[src/design/pstk_pkg.sv]
// Shared types and constants for the persistent stack with snapshot slots.
// Used by the controller, the datapath and the top level. No dependencies.
package pstk_pkg;

    // Node pool and snapshot slot table sizes.
    localparam int POOL_NODES  = 1024;
    localparam int SLOT_COUNT  = 1024;

    // Node index width, and pointer width with room for the null code.
    localparam int IDX_W       = $clog2(POOL_NODES);
    localparam int PTR_W       = $clog2(POOL_NODES + 1);
    localparam int SLOT_IDX_W  = $clog2(SLOT_COUNT);

    // Field widths fixed by the interface.
    localparam int VALUE_W     = 32;
    localparam int SLOT_W      = 10;

    // A pointer equal to the pool size means the empty stack.
    localparam logic [PTR_W-1:0] NULL_PTR = PTR_W'(POOL_NODES);

    // Operation codes.
    typedef enum logic [1:0] {
        FUNC_PUSH = 2'd0,
        FUNC_POP  = 2'd1,
        FUNC_SAVE = 2'd2,
        FUNC_LOAD = 2'd3
    } t_func;

    // One input transaction.
    typedef struct packed {
        t_func               func;
        logic [VALUE_W-1:0]  value;
        logic [SLOT_W-1:0]   slot;
    } t_in_item;

    // One result transaction.
    typedef struct packed {
        logic                empty_res;
        logic [VALUE_W-1:0]  top;
        logic                overflow;
    } t_out_item;

    // Commands from the controller to the datapath.
    typedef struct packed {
        logic clr_wr;    // write null into the slot under the clear counter
        logic accept;    // latch the input item and issue the pointer reads
        logic exec;      // apply the operation with pointer read data
        logic val_upd;   // capture the value read for the new top
        logic load_out;  // load the result register
    } t_cmd;

    // Status from the datapath to the controller.
    typedef struct packed {
        logic clr_last;  // clear counter at the last slot
        logic need_val;  // the new top must be read from the value store
        logic out_free;  // the result register can take a new result
    } t_status;

    // True when a pointer names a node.
    function automatic logic ptr_ok(input logic [PTR_W-1:0] p);
        return (32'(p) < POOL_NODES);
    endfunction

endpackage

[src/design/pstk_ctrl.sv]
// Controller state machine for the persistent stack.
// Depends on pstk_pkg for the command and status structs.
module pstk_ctrl (
    input  logic              i_clk,
    input  logic              i_rst_n,
    input  logic              i_in_valid,
    input  pstk_pkg::t_status i_status,
    output pstk_pkg::t_cmd    o_cmd,
    output logic              o_in_stall
);
    import pstk_pkg::*;

    typedef enum logic [4:0] {
        S_CLEAR = 5'b00001,
        S_IDLE  = 5'b00010,
        S_PTR   = 5'b00100,
        S_VAL   = 5'b01000,
        S_FIN   = 5'b10000
    } t_state;

    t_state r_state;
    t_state n_state;

    // Next state logic.
    always_comb begin
        n_state = r_state;
        unique case (r_state)
            S_CLEAR: begin
                if (i_status.clr_last) begin
                    n_state = S_IDLE;
                end
            end
            S_IDLE: begin
                if (i_in_valid) begin
                    n_state = S_PTR;
                end
            end
            S_PTR: begin
                n_state = i_status.need_val ? S_VAL : S_FIN;
            end
            S_VAL: begin
                n_state = S_FIN;
            end
            S_FIN: begin
                if (i_status.out_free) begin
                    n_state = S_IDLE;
                end
            end
            default: begin
                n_state = S_CLEAR;
            end
        endcase
    end

    // State register.
    always_ff @(posedge i_clk) begin
        if (!i_rst_n) begin
            r_state <= S_CLEAR;
        end else begin
            r_state <= n_state;
        end
    end

    // Commands decoded from the state.
    always_comb begin
        o_cmd.clr_wr   = (r_state == S_CLEAR);
        o_cmd.accept   = (r_state == S_IDLE) && i_in_valid;
        o_cmd.exec     = (r_state == S_PTR);
        o_cmd.val_upd  = (r_state == S_VAL);
        o_cmd.load_out = (r_state == S_FIN) && i_status.out_free;
    end

    assign o_in_stall = (r_state != S_IDLE);

endmodule

[config.mk]
export PLATFORM = sky130hd
export DESIGN_NAME = pstk_ctrl
export DESIGN_NICKNAME = d
export VERILOG_FILES = /design/src/design/pstk_pkg.sv /design/src/design/pstk_ctrl.sv
export SDC_FILE = /design/constraint.sdc
export NUM_CORES = 1
export LEC_CHECK = 0
export BUFFER_PORTS_ARGS = -buffer_cell sky130_fd_sc_hd__buf_2
export CAP_MARGIN = 20
export CELL_PAD_IN_SITES_DETAIL_PLACEMENT = 0
export CELL_PAD_IN_SITES_GLOBAL_PLACEMENT = 1
export CORE_AREA = 2 2 39 41
export CTS_CLUSTER_SIZE = 25
export DETAILED_ROUTE_END_ITERATION = 10
export DIE_AREA = 0 0 41 43
export PLACE_DENSITY = 0.73
export SLEW_MARGIN = 20
export SYNTH_ARGS = -nofsm -noshare
export SYNTH_HDL_FRONTEND = slang
export SYNTH_SLANG_ARGS = --single-unit
export TNS_END_PERCENT = 100
[constraint.sdc]
create_clock -name i_clk -period 1.3 [get_ports i_clk]
set_input_delay 0.13 -clock i_clk [delete_from_list [all_inputs] [get_ports i_clk]]
set_output_delay 0.13 -clock i_clk [all_outputs]
set_load 0.01 [all_outputs]
---- Yosys cells after proc, flatten, opt, wreduce, memory -nomap -nowiden ----
Cells that the tools add are included.
storage, ports and cells
  register bits ........................... 5
  bits in latches ......................... 0
  memory bits (writable) .................. 0
  memory bits (read-only) ................. 0
  input port bits ......................... 6
  output and inout port bits .............. 6
  memories ................................ 0
operators by class
  add/sub/neg operators ................... 0
  multipliers ............................. 0
  divide/modulo/power cells ............... 0
  $lt $le $gt $ge ......................... 0
  equality and inequality tests ........... 9
  shift-type cells ........................ 0
  mux-type cells .......................... 5
  bitwise logic cells ..................... 0
  reductions and logical operators ........ 3
operators by type and width
  cell                count
  $pmux 5 s5          1
  $mux 5              4
  $ne 2x2->1 const B  3
  $eq 5x1->1 const B  1
  $eq 5x2->1 const B  1
  $eq 5x3->1 const B  1
  $eq 5x4->1 const B  1
  $eq 5x5->1 const B  1
  $ne 5x2->1 const B  1
  $reduce_and 3->1    1
  $logic_and 1x1->1   2

---- Logic depth before layout (Yosys ltp) ----
  depth in word-level cells ............... 3
  gate-level depth with buffers ........... 5
  depth with buffers taken out ............ 4

---- Worst setup path after synthesis ----
OpenSTA, ideal clock, no wires.
  path type ............................... reg-to-reg
  start ................................... register r_state[3]
  end ..................................... register r_state[0]
  setup time .............................. 0.116 ns
  arrival ................................. 1.285 ns
  slack ................................... -0.102 ns
  stages on the path, launching flop included .. 5
  clock period less this slack ............ 1.402 ns
  path through ............................ dfxtp_1 -> buf_6 -> or3_4 -> or3_1 -> a41o_1
between the ends
  longest elaborated chain between the ends .. 3
  elaborated cells between the ends (all ways) .. 10
RTL lines
  what                                line             source
  start: declaration                  pstk_ctrl.sv:21  t_state r_state;
  start signal: assignment            pstk_ctrl.sv:60  r_state <= n_state;
  $eq 5x1->1 (tied with other cells)  pstk_ctrl.sv:27  unique case (r_state)
  $ne 2x2->1 (no line)                n/a
  $reduce_and 3->1 (no line)          n/a
Several ways; a longest one is shown, not always the timed one.
A chain may end at the register's enable or synchronous reset.

==> flow_summary.json <==
{
  "synth-async-reset-ratio": 0,
  "start_util": 0.259,
  "synth_common_cells": "inv_1, dfxtp_1, nor2_1",
  "cp_slowest_cell": "or3_4",
  "vias": 438,
  "vias_per_cell": 5.03,
  "cts_tree": "built",
  "crit_required_ns": 1.17,
  "core-area_mm2": 0.00138,
  "syn_nets": 48,
  "timing.final.ws_setup_ns": -0.269,
  "dp_worst_setup_slack_ns": -0.0893,
  "finClkSkew_ns": 0.000547,
  "antenna_found_initial": 0,
  "cts_sinks": 5,
  "cts_root_buf": "clkbuf_4",
  "violations": "setup timing",
  "dp_hpwl_um": 667,
  "grt_pass1_vias": 399,
  "reg_top3": "r_state: 5 flops",
  "crit_path_start_kind": "register",
  "layoutNonFillerInstCount": 87,
  "vdd_drop_max_v": 0.000455,
  "synthTopCellsByArea": "dfxtp_1, o41ai_4, inv_1",
  "grt.total_usage": 0.170,
  "clk_latency_ns": 0.25,
  "yosysTopAreaCellShare": 0.279,
  "cp-end-kind": "output pin",
  "syn-cell-area_um2": 359,
  "area_growth_syn_to_layout_pct": 83.6,
  "worst-setup-path-type": "register to output pin",
  "critPathMaxFanout": 2,
  "cts.htree.levels": 1,
  "synth_area_per_cell_um2": 8.55,
  "tns_ns": -1.40,
  "cp_common_cell": "or3_4",
  "yosysUniqueCellTypes": 24,
  "largest_register_ffs": 5,
  "setup_violations": 8,
  "crit_chain": "or3_4, or3_4, inv_1, buf_2",
  "layout-drive-gt1-share": 0.662,
  "dr.pass1.iters": 4,
  "fmax_mhz": 637,
  "synth-edff-count": 0,
  "period_share": 1.21,
  "path_clk_slew_ns": 0.04,
  "drc_errors": 0,
  "worst_slew_pin_slew_ns": 0.251,
  "ys.flop_type": "dfxtp_1",
  "wl_um": 1180,
  "power_uw": 576,
  "worstPathArrival_ns": 1.44,
  "grt_remaining_overflow": 0,
  "ys_warn_count": 0,
  "finalCriticalPeriod_ns": 1.57,
  "netlist_instances": 42,
  "crit_path_max_incr_delay_ns": 0.36,
  "registers.top_by_ff_count": "r_state",
  "drv_slew": 0,
  "diodes": 0,
  "yosysMostFrequentCell": "inv_1",
  "cts_made_buffers": 3,
  "power_density_mw_per_mm2": 873,
  "yosysSeqAreaShare": 0.279,
  "ant_nets": 0,
  "die_h_um": 43,
  "wl_per_cell_um": 13.6,
  "ios": 12,
  "yosysTopAreaCell": "dfxtp_1",
  "drv_cap": 0,
  "status": "finished, violations left",
  "place_congestion": 0.793,
  "dieArea_mm2": 0.00176,
  "cts_hold_repair.buffers": 0,
  "grt_max_degree": 8,
  "ys_ff_latch": 5,
  "drt_iter0_markers": 5,
  "finalNetCount": 78,
  "cts.path.max_buffers": 2,
  "p_leak_nw": 0.315,
  "port_buffers": 11,
  "final-hold-violation-count": 0,
  "hold_path.class": "primary input to register",
  "grt_setup_unrepaired": "true",
  "utilization": 0.476,
  "grt_pass1_wl_um": 1880,
  "place_inst": 73,
  "floorplan.rows": 14,
  "slew-limit-headroom": 0.830,
  "die_w_um": 41
}
[worst paths after layout]
check	endpoint	slack, ns	cells after the start	startpoint
max	o_cmd[4]	-0.27	4	r_state[4]$_SDFFE_PN0P_
min	r_state[3]$_SDFFE_PN0P_	0.12	3	i_status[1]
max reg2reg	r_state[4]$_SDFFE_PN0P_	-0.18	5	r_state[4]$_SDFFE_PN0P_
min reg2reg	r_state[4]$_SDFFE_PN0P_	0.61	3	r_state[0]$_SDFFE_PN1P_
[layout make-up]
type / count / area [um2]
multi-input cells: 29 / 284
clock buffers: 4 / 26.3
inverters: 6 / 25.0
repair buffers: 27 / 200
well taps: 16 / 20.0
flip-flops and latches: 5 / 104
fillers: 139 / 724
[metrics by stage]
| stage | hold WS [ns] | area [um2] |
|---|---|---|
| floorplan | 0.247 | 359 |
| global placement | 0.383 | 463 |
| detailed placement | 0.379 | 463 |
| CTS | 0.123 | 584 |
| global route | 0.128 | 659 |
| finish | 0.123 | 659 |
[routing by layer]
layer | vias to the layer above | global-route usage | share of wire
met5 | - | 0 | 0
met4 | 0 | 0.180 | 0.054
met3 | 4 | 0.0419 | 0.045
met2 | 13 | 0.231 | 0.52
met1 | 209 | 0.194 | 0.38
li1 | 212 | - | -
[worst max-delay path: cells and delay by family (launching register included)]
kind / cells / cell delay [ns]
buffers and inverters: 2 / 0.17
DFF: 1 / 0.32
and+or+nand+nor: 2 / 0.70
[timing repair]
item	in CTS	in global routing
endpoints found under the setup margin	6	11
pin swaps	4	5
resized for setup	10	15
buffers inserted	8	2
[report_power, final]
| part | internal [mW] | switching (mW) | leakage (nW) | total, mW |
|---|---|---|---|---|
| registers | 0.168 | 0.0119 | 0.0415 | 0.180 |
| clock network | 0.116 | 0.0685 | 0.0150 | 0.185 |
| logic | 0.112 | 0.0985 | 0.259 | 0.211 |
| total | 0.397 | 0.179 | 0.315 | 0.576 |
[cells by family after synthesis]
| family | count (synthesis) | synth area share |
|---|---|---|
| compound gates | 5 | 0.164 |
| xor+xnor | 1 | 0.0244 |
| flops | 5 | 0.279 |
| simple gates | 23 | 0.425 |
| buf+inv | 8 | 0.108 |
[placed cells by master, fill, tap and decap left out, drive strengths merged, types with 4 or more instances in the layout]
| cell type | count |
|---|---|
| clkbuf | 4 |
| nor2 | 5 |
| buf | 27 |
| inv | 6 |
| dfxtp | 5 |
(Power assumes the default switching activity.)
